### src/hdl/ladc_pkg.sv
// ----------------------------------------------------------------------------
// ladc_pkg
// Shared constants for the load-cell converter reader.
// ----------------------------------------------------------------------------
package ladc_pkg;

  // default read geometry
  localparam int DATA_BITS_DEF    = 17;
  localparam int TOTAL_PULSES_DEF = 25;

  // calibration word that turns calibration off
  localparam logic [31:0] CAL_DISABLE = 32'hFFFF_FFFF;

  // register reset values
  localparam logic [31:0] CAL_OFFSET_RST = 32'hFFFF_FFFF;
  localparam logic [31:0] CAL_SCALE_RST  = 32'hFFFF_FFFF;
  localparam logic [7:0]  HALF_RST       = 8'd2;

  // configuration register indexes
  localparam int CFG_IDX_W = 2;
  localparam logic [CFG_IDX_W-1:0] REG_CAL_OFFSET = 2'd0;
  localparam logic [CFG_IDX_W-1:0] REG_CAL_SCALE  = 2'd1;
  localparam logic [CFG_IDX_W-1:0] REG_HALF       = 2'd2;

  // saturation limit of the weight
  localparam logic [31:0] WEIGHT_MAX = 32'h0000_FFFF;

endpackage

### src/hdl/load_cell_adc_reader.sv
// ----------------------------------------------------------------------------
// load_cell_adc_reader
// Tick-driven master for a two-wire load-cell converter with calibration.
// ----------------------------------------------------------------------------
// Each input transaction is one timing tick of the pin interface and produces
// exactly one result transaction, one tick per clock when neither side
// stalls. The tick is processed in the cycle it is taken and its result lands
// in an output register; a one-entry skid register lets a tick be taken while
// a result waits, so in_stall only rises after two results are held. The
// calibration multiply (raw - offset) * scale runs in a two-stage register
// pipeline that follows the shift register continuously; the shift register
// is frozen after the last data bit, before the read completes, so the
// product is ready when the done tick arrives. There is no
// clearing pass after reset. Configuration writes are taken at any time
// (cfg_ready is always high) and must be made while no read is running.
// ----------------------------------------------------------------------------
module load_cell_adc_reader #(
  parameter int DATA_BITS    = ladc_pkg::DATA_BITS_DEF,
  parameter int TOTAL_PULSES = ladc_pkg::TOTAL_PULSES_DEF
) (
  input  logic                           clk,
  input  logic                           rst_n,
  // tick channel
  input  logic                           in_valid,
  output logic                           in_stall,
  input  logic                           in_start_req,
  input  logic                           in_power_down,
  input  logic                           in_dout_level,
  // result channel
  output logic                           out_valid,
  input  logic                           out_stall,
  output logic                           out_sck_level,
  output logic                           out_busy_res,
  output logic                           out_done_res,
  output logic [15:0]                    out_weight,
  // configuration write channel
  input  logic                           cfg_valid,
  output logic                           cfg_ready,
  input  logic [ladc_pkg::CFG_IDX_W-1:0] cfg_index,
  input  logic [31:0]                    cfg_data
);

  localparam logic [4:0] DATA_BITS_C    = 5'(DATA_BITS);
  localparam logic [4:0] TOTAL_PULSES_C = 5'(TOTAL_PULSES);

  typedef enum logic [2:0] {
    PH_IDLE,
    PH_WAIT,
    PH_SETTLE,
    PH_HIGH,
    PH_LOW
  } phase_t;

  typedef struct packed {
    logic        sck;
    logic        busy;
    logic        done;
    logic [15:0] weight;
  } result_t;

  // configuration registers
  logic [31:0] cal_offset_r;
  logic [31:0] cal_scale_r;
  logic [7:0]  half_r;

  // sequencer state
  phase_t                 phase_r, phase_nxt;
  logic [7:0]             tick_r, tick_nxt;
  logic [4:0]             pulse_r, pulse_nxt;
  logic [DATA_BITS-1:0]   raw_r, raw_nxt;
  logic                   clk_out_r, clk_out_nxt;
  logic [15:0]            weight_r, weight_nxt;
  logic                   done_nxt;

  // calibration pipeline
  logic [31:0] diff_r;
  logic [31:0] prod_r;

  // output register and skid
  logic    out_valid_r;
  result_t out_data_r;
  logic    skid_valid_r;
  result_t skid_data_r;
  result_t res_new;

  logic in_fire;
  logic out_fire;

  // timer helpers
  logic [7:0]         half_eff;
  logic [7:0]         tick_inc;
  logic               timer_done;
  logic               data_bit;
  logic [DATA_BITS:0] raw_shift;
  logic [4:0]         pulse_inc;

  // calibration result helpers
  logic        cal_en;
  logic [31:0] byp_val;
  logic [31:0] cal_val;
  logic [15:0] weight_cal;

  assign in_fire   = in_valid && !skid_valid_r;
  assign out_fire  = out_valid_r && !out_stall;
  assign in_stall  = skid_valid_r;
  assign cfg_ready = 1'b1;

  // half period timer, zero treated as one tick
  assign half_eff   = (half_r == 8'd0) ? 8'd1 : half_r;
  assign tick_inc   = tick_r + 8'd1;
  assign timer_done = (tick_inc >= half_eff);

  // first data bit comes inverted
  assign data_bit  = (pulse_r == 5'd0) ? !in_dout_level : in_dout_level;
  assign raw_shift = {raw_r, data_bit};
  assign pulse_inc = pulse_r + 5'd1;

  // final calibration step, product comes from the pipeline
  assign cal_en     = (cal_offset_r != ladc_pkg::CAL_DISABLE) &&
                      (cal_scale_r != ladc_pkg::CAL_DISABLE);
  assign byp_val    = 32'(raw_r) >> 1;
  assign cal_val    = cal_en ? {8'd0, prod_r[31:8]} : byp_val;
  assign weight_cal = (cal_val > ladc_pkg::WEIGHT_MAX) ? 16'hFFFF : cal_val[15:0];

  // next state for one tick
  always_comb begin
    phase_nxt   = phase_r;
    tick_nxt    = tick_r;
    pulse_nxt   = pulse_r;
    raw_nxt     = raw_r;
    clk_out_nxt = clk_out_r;
    weight_nxt  = weight_r;
    done_nxt    = 1'b0;
    unique case (phase_r)
      PH_IDLE: begin
        if (in_start_req) begin
          clk_out_nxt = 1'b0;
          phase_nxt   = PH_WAIT;
          tick_nxt    = 8'd0;
          pulse_nxt   = 5'd0;
          raw_nxt     = '0;
        end else if (in_power_down) begin
          clk_out_nxt = 1'b1;
        end
      end
      PH_WAIT: begin
        if (!in_dout_level) begin
          phase_nxt = PH_SETTLE;
          tick_nxt  = 8'd0;
        end
      end
      PH_SETTLE: begin
        tick_nxt = timer_done ? 8'd0 : tick_inc;
        if (timer_done) begin
          phase_nxt   = PH_HIGH;
          clk_out_nxt = 1'b1;
        end
      end
      PH_HIGH: begin
        tick_nxt = timer_done ? 8'd0 : tick_inc;
        if (timer_done) begin
          if (pulse_r < DATA_BITS_C) begin
            raw_nxt = raw_shift[DATA_BITS-1:0];
          end
          phase_nxt   = PH_LOW;
          clk_out_nxt = 1'b0;
        end
      end
      PH_LOW: begin
        tick_nxt = timer_done ? 8'd0 : tick_inc;
        if (timer_done) begin
          if (pulse_inc >= TOTAL_PULSES_C) begin
            weight_nxt = weight_cal;
            done_nxt   = 1'b1;
            phase_nxt  = PH_IDLE;
            pulse_nxt  = 5'd0;
          end else begin
            pulse_nxt   = pulse_inc;
            phase_nxt   = PH_HIGH;
            clk_out_nxt = 1'b1;
          end
        end
      end
      default: begin
        phase_nxt = PH_IDLE;
      end
    endcase
  end

  // result of the current tick
  always_comb begin
    res_new.sck    = clk_out_nxt;
    res_new.busy   = (phase_nxt != PH_IDLE);
    res_new.done   = done_nxt;
    res_new.weight = weight_nxt;
  end

  // calibration pipeline follows the frozen shift register
  always_ff @(posedge clk) begin
    diff_r <= 32'(raw_r) - cal_offset_r;
    prod_r <= diff_r * cal_scale_r;
  end

  // state, configuration and result registers
  always_ff @(posedge clk) begin
    if (!rst_n) begin
      cal_offset_r <= ladc_pkg::CAL_OFFSET_RST;
      cal_scale_r  <= ladc_pkg::CAL_SCALE_RST;
      half_r       <= ladc_pkg::HALF_RST;
      phase_r      <= PH_IDLE;
      tick_r       <= 8'd0;
      pulse_r      <= 5'd0;
      raw_r        <= '0;
      clk_out_r    <= 1'b1;
      weight_r     <= 16'd0;
      out_valid_r  <= 1'b0;
      skid_valid_r <= 1'b0;
      out_data_r   <= '0;
      skid_data_r  <= '0;
    end else begin
      // configuration write
      if (cfg_valid) begin
        unique case (cfg_index)
          ladc_pkg::REG_CAL_OFFSET: cal_offset_r <= cfg_data;
          ladc_pkg::REG_CAL_SCALE:  cal_scale_r  <= cfg_data;
          ladc_pkg::REG_HALF:       half_r       <= cfg_data[7:0];
          default: ;
        endcase
      end

      // sequencer advances on each accepted tick
      if (in_fire) begin
        phase_r   <= phase_nxt;
        tick_r    <= tick_nxt;
        pulse_r   <= pulse_nxt;
        raw_r     <= raw_nxt;
        clk_out_r <= clk_out_nxt;
        weight_r  <= weight_nxt;
      end

      // output register with skid entry
      if (skid_valid_r) begin
        if (out_fire) begin
          out_data_r   <= skid_data_r;
          skid_valid_r <= 1'b0;
        end
      end else if (in_fire) begin
        if (!out_valid_r || out_fire) begin
          out_data_r  <= res_new;
          out_valid_r <= 1'b1;
        end else begin
          skid_data_r  <= res_new;
          skid_valid_r <= 1'b1;
        end
      end else if (out_fire) begin
        out_valid_r <= 1'b0;
      end
    end
  end

  assign out_valid     = out_valid_r;
  assign out_sck_level = out_data_r.sck;
  assign out_busy_res  = out_data_r.busy;
  assign out_done_res  = out_data_r.done;
  assign out_weight    = out_data_r.weight;

endmodule
### config.mk
export PLATFORM = sky130hd
export DESIGN_NAME = load_cell_adc_reader
export DESIGN_NICKNAME = d
export VERILOG_FILES = /design/src/hdl/ladc_pkg.sv /design/src/hdl/load_cell_adc_reader.sv
export SDC_FILE = /design/constraint.sdc
export NUM_CORES = 2
export LEC_CHECK = 0
export BUFFER_PORTS_ARGS = -buffer_cell sky130_fd_sc_hd__buf_2
export CAP_MARGIN = 15
export CORE_ASPECT_RATIO = 1.5
export CORE_MARGIN = 2
export CORE_UTILIZATION = 25
export CTS_BUF_LIST = sky130_fd_sc_hd__clkbuf_16
export DETAILED_ROUTE_END_ITERATION = 12
export PLACE_DENSITY = 0.49
export SETUP_SLACK_MARGIN = 0.02
export SYNTH_ARGS = -nofsm -noshare
export SYNTH_HDL_FRONTEND = slang
export SYNTH_SLANG_ARGS = --single-unit
export TNS_END_PERCENT = 50
### constraint.sdc
create_clock -name clk -period 20 [get_ports clk]
set_input_delay 4 -clock clk [delete_from_list [all_inputs] [get_ports clk]]
set_output_delay 4 -clock clk [all_outputs]
set_load 0.01 [all_outputs]
==> impl_metrics.json <==
{
  "ys_top_cells_by_area": "fa_1 (33%), dfxtp_1 (17%), ha_1 (7.4%)",
  "antenna_found_initial": 3,
  "cts_tree": "built",
  "coreArea_um2": 99500,
  "nNetsFinal": 3418,
  "chipHeight_um": 391,
  "synth_edf_count": 0,
  "ant_nets": 0,
  "yosysUniqueCellTypes": 73,
  "async_flop_share": 0,
  "skew_ns": 0.0351,
  "synthMuxAreaShare": 0.0113,
  "hold_viol": 0,
  "max_cap_viol_count": 0,
  "dp_hpwl_um": 57800,
  "dieArea_um2": 103000,
  "cts_resized": 0,
  "peakVddDrop_mv": 0.242,
  "cp.arrival_ns": 8.02,
  "diodes": 0,
  "yosysWarnings": 0,
  "areaGrowthSynthToFinish_pct": 9.63,
  "drt_pass1_iterations": 5,
  "grt_overflow": 0,
  "p_leak_nw": 12.4,
  "synth_simple_gate_area_frac": 0.203,
  "worstHoldPathType": "reg -> reg",
  "fmax_mhz": 132,
  "critPathKind": "reg -> reg",
  "grt_pass1_vias": 19900,
  "worstSetupEndpointType": "flop",
  "place_congestion": 0.830,
  "synthesis.area_um2": 25000,
  "drive_gt1_frac": 0.0596,
  "wl_per_cell_um": 18.1,
  "finalCritPeriodShare": 0.380,
  "synth_compound_area_frac": 0.0784,
  "ctsHoldBuffers": 0,
  "clock_sinks": 218,
  "grt_usage": 0.149,
  "synth_top_family_by_area": "adder cells",
  "num_rows": 142,
  "fin_crit_ns": 7.59,
  "synth_ff_type": "dfxtp_1",
  "clockRootBuffer": "clkbuf_16",
  "hold_depth": 2,
  "maxSlewViolCount": 0,
  "synth.avg_cell_area_um2": 8.75,
  "drc_errors": 0,
  "critPathMaxFanout": 20,
  "finalSetupViolCount": 0,
  "status": "completed",
  "grt_start_max_net_pins": 80,
  "worst_pin_slew_ns": 1.03,
  "synth_nets": 3453,
  "yosysTopAreaCell": "fa_1",
  "finalSetupTns_ns": 0,
  "fin_cells": 4132,
  "utilization": 0.275,
  "die_w_um": 262,
  "synth_xor_area_frac": 0.0406,
  "drt_iter0_drc": 836,
  "clk_latency_ns": 0.57,
  "placement.io_buffers": 62,
  "rsz0062_at_grt": "no",
  "dpl.cell_count": 4089,
  "drt-total-wl_um": 74900,
  "power.density_nw_per_um2": 195,
  "vias_per_cell": 4.53,
  "seq_area_frac_synth": 0.175,
  "required_ns": 20.43,
  "h-tree-depth": 1,
  "cts_buffers": 25,
  "timing.slew.headroom": 0.311,
  "synth_fa_ha_area_frac": 0.401,
  "ios": 64,
  "synth_top_area_share": 0.327,
  "start_util": 0.251,
  "post-cts-setup-buffers": 0,
  "syn_inst": 2855,
  "ys_ff_latch": 218,
  "critPathLaunchType": "flop",
  "grt_first_pass_wirelength_um": 117000,
  "clkTransAtPathRegs_ns": 0.07,
  "via_count": 18700,
  "clockBufferDepth": 3,
  "worst_r2r_path_depth": 22
}
layer usage:
layer,wire length [µm],track usage,vias up
li1,-,-,8792
met1,28800,0.168,9498
met2,41700,0.291,313
met3,2330,0.0147,96
met4,2040,0.0418,4
met5,27,0,-
power breakdown:
part           internal (mW)  switching, mW
combinational           1.83           2.47
clock                  0.253          0.202
sequential             0.546         0.0420
cell families (layout without fill, tap and decap cells):
family,count (synthesis),after routing
simple gates,1046,1046
buf+inv,603,584
fa+ha+maj,556,556
compound gates,287,287
flops,218,218
xor+xnor,116,116
mux,28,28
other cells,1,1
synthesized netlist by cell type (5+ instances only):
cell type,number
inv_1,437
nand2b_1,27
mux2i_1,27
clkbuf_1,157
nor2_1,98
a21oi_1,74
nand4_1,23
a21boi_0,6
nor3_2,11
xnor2_1,90
nand3_1,78
nor2b_1,8
ha_1,148
and3_1,5
a21o_1,15
xor2_1,26
a211oi_1,49
o21ai_1,6
nor4_1,9
and2_1,271
nand2_1,473
nor3_1,17
or3_1,5
fa_1,408
o211ai_1,25
o21ai_0,29
o22ai_1,18
dfxtp_1,218
a31oi_1,10
o21a_1,9
worst paths after layout:
kind | startpoint | slack (ns) | to
max | diff_r[12]$_DFF_P_ | 12.41 | prod_r[31]$_DFF_P_
min | skid_data_r[16]$_SDFFE_PN0P_ | 0.46 | skid_data_r[16]$_SDFFE_PN0P_
max reg2reg | diff_r[12]$_DFF_P_ | 12.41 | prod_r[31]$_DFF_P_
min reg2reg | skid_data_r[16]$_SDFFE_PN0P_ | 0.46 | skid_data_r[16]$_SDFFE_PN0P_
area by class of cell:
class | count | area (µm²)
fill | 10800 | 72100
clock buffer | 25 | 626
multi-input combinational | 2034 | 18400
tap | 1296 | 1620
sequential | 218 | 4360
inverter | 438 | 1640
timing repair buffer | 103 | 621
clock inverter | 18 | 144
worst max-delay path, cell delays in order, from the launching register on:
cell      delay, ns
dfxtp_1        0.86
and2_1         0.25
fa_1           0.44
fa_1           0.50
fa_1           0.51
inv_1          0.05
fa_1           0.49
inv_1          0.06
fa_1           0.50
inv_1          0.06
fa_1           0.54
inv_1          0.05
fa_1           0.49
fa_1           0.42
ha_1           0.35
a21o_1         0.18
a21o_1         0.17
a221o_1        0.36
a221oi_1       0.33
o31a_1         0.35
o21ai_1        0.15
o41ai_2        0.24
xnor2_1        0.09
placed cells by master (no fill, tap or decap), types with 4 or more instances in the layout:
| cell | n |
|---|---|
| nand4_1 | 23 |
| o31a_1 | 4 |
| a21oi_1 | 73 |
| nand2b_1 | 27 |
| or3_1 | 5 |
| clkbuf_16 | 25 |
| a31oi_1 | 10 |
| xnor2_1 | 90 |
| xor2_1 | 26 |
| nor3_2 | 11 |
| o21ai_1 | 6 |
| inv_1 | 442 |
| a21boi_0 | 6 |
| fa_1 | 408 |
| ha_1 | 148 |
| nor3_1 | 17 |
| and3_1 | 5 |
| mux2i_1 | 27 |
| buf_4 | 42 |
| nand2_1 | 473 |
| o21ai_0 | 29 |
| nor4_1 | 8 |
| a211oi_1 | 49 |
| clkinv_1 | 4 |
| dfxtp_1 | 218 |
| nor2b_1 | 7 |
| nand3b_1 | 4 |
| a21o_1 | 15 |
| and2_1 | 271 |
| o211ai_1 | 25 |
| o21a_1 | 9 |
| nand3_1 | 78 |
| nor2_1 | 98 |
| o22ai_1 | 18 |
| buf_2 | 61 |
flip-flops by register name (all words and copies together), names as in the netlist:
signal         count
in_stall           1
half_r             8
out_busy_res       1
clk_out_r          1
tick_r             8
out_weight        16
raw_r             17
skid_data_r       19
pulse_r            5
diff_r            32
out_done_res       1
out_valid          1
phase_r            3
cal_scale_r       32
weight_r          16
prod_r            24
cal_offset_r      32
out_sck_level      1
metrics by stage:
stage / total power, mW / hold WS (ns) / setup WS, ns / cell area, µm²
final: 5.34 / 0.463 / 12.41 / 27400
after global routing: 5.91 / 0.491 / 12.07 / 27400
after CTS: 5.47 / 0.466 / 12.37 / 27400
after detailed placement: 4.96 / 0.454 / 12.37 / 26600
after global placement: 4.97 / 0.452 / 12.42 / 26600
after floorplan: 3.58 / 0.437 / 13.08 / 25000
No activity file was read; power rests on OpenSTA's default activity.
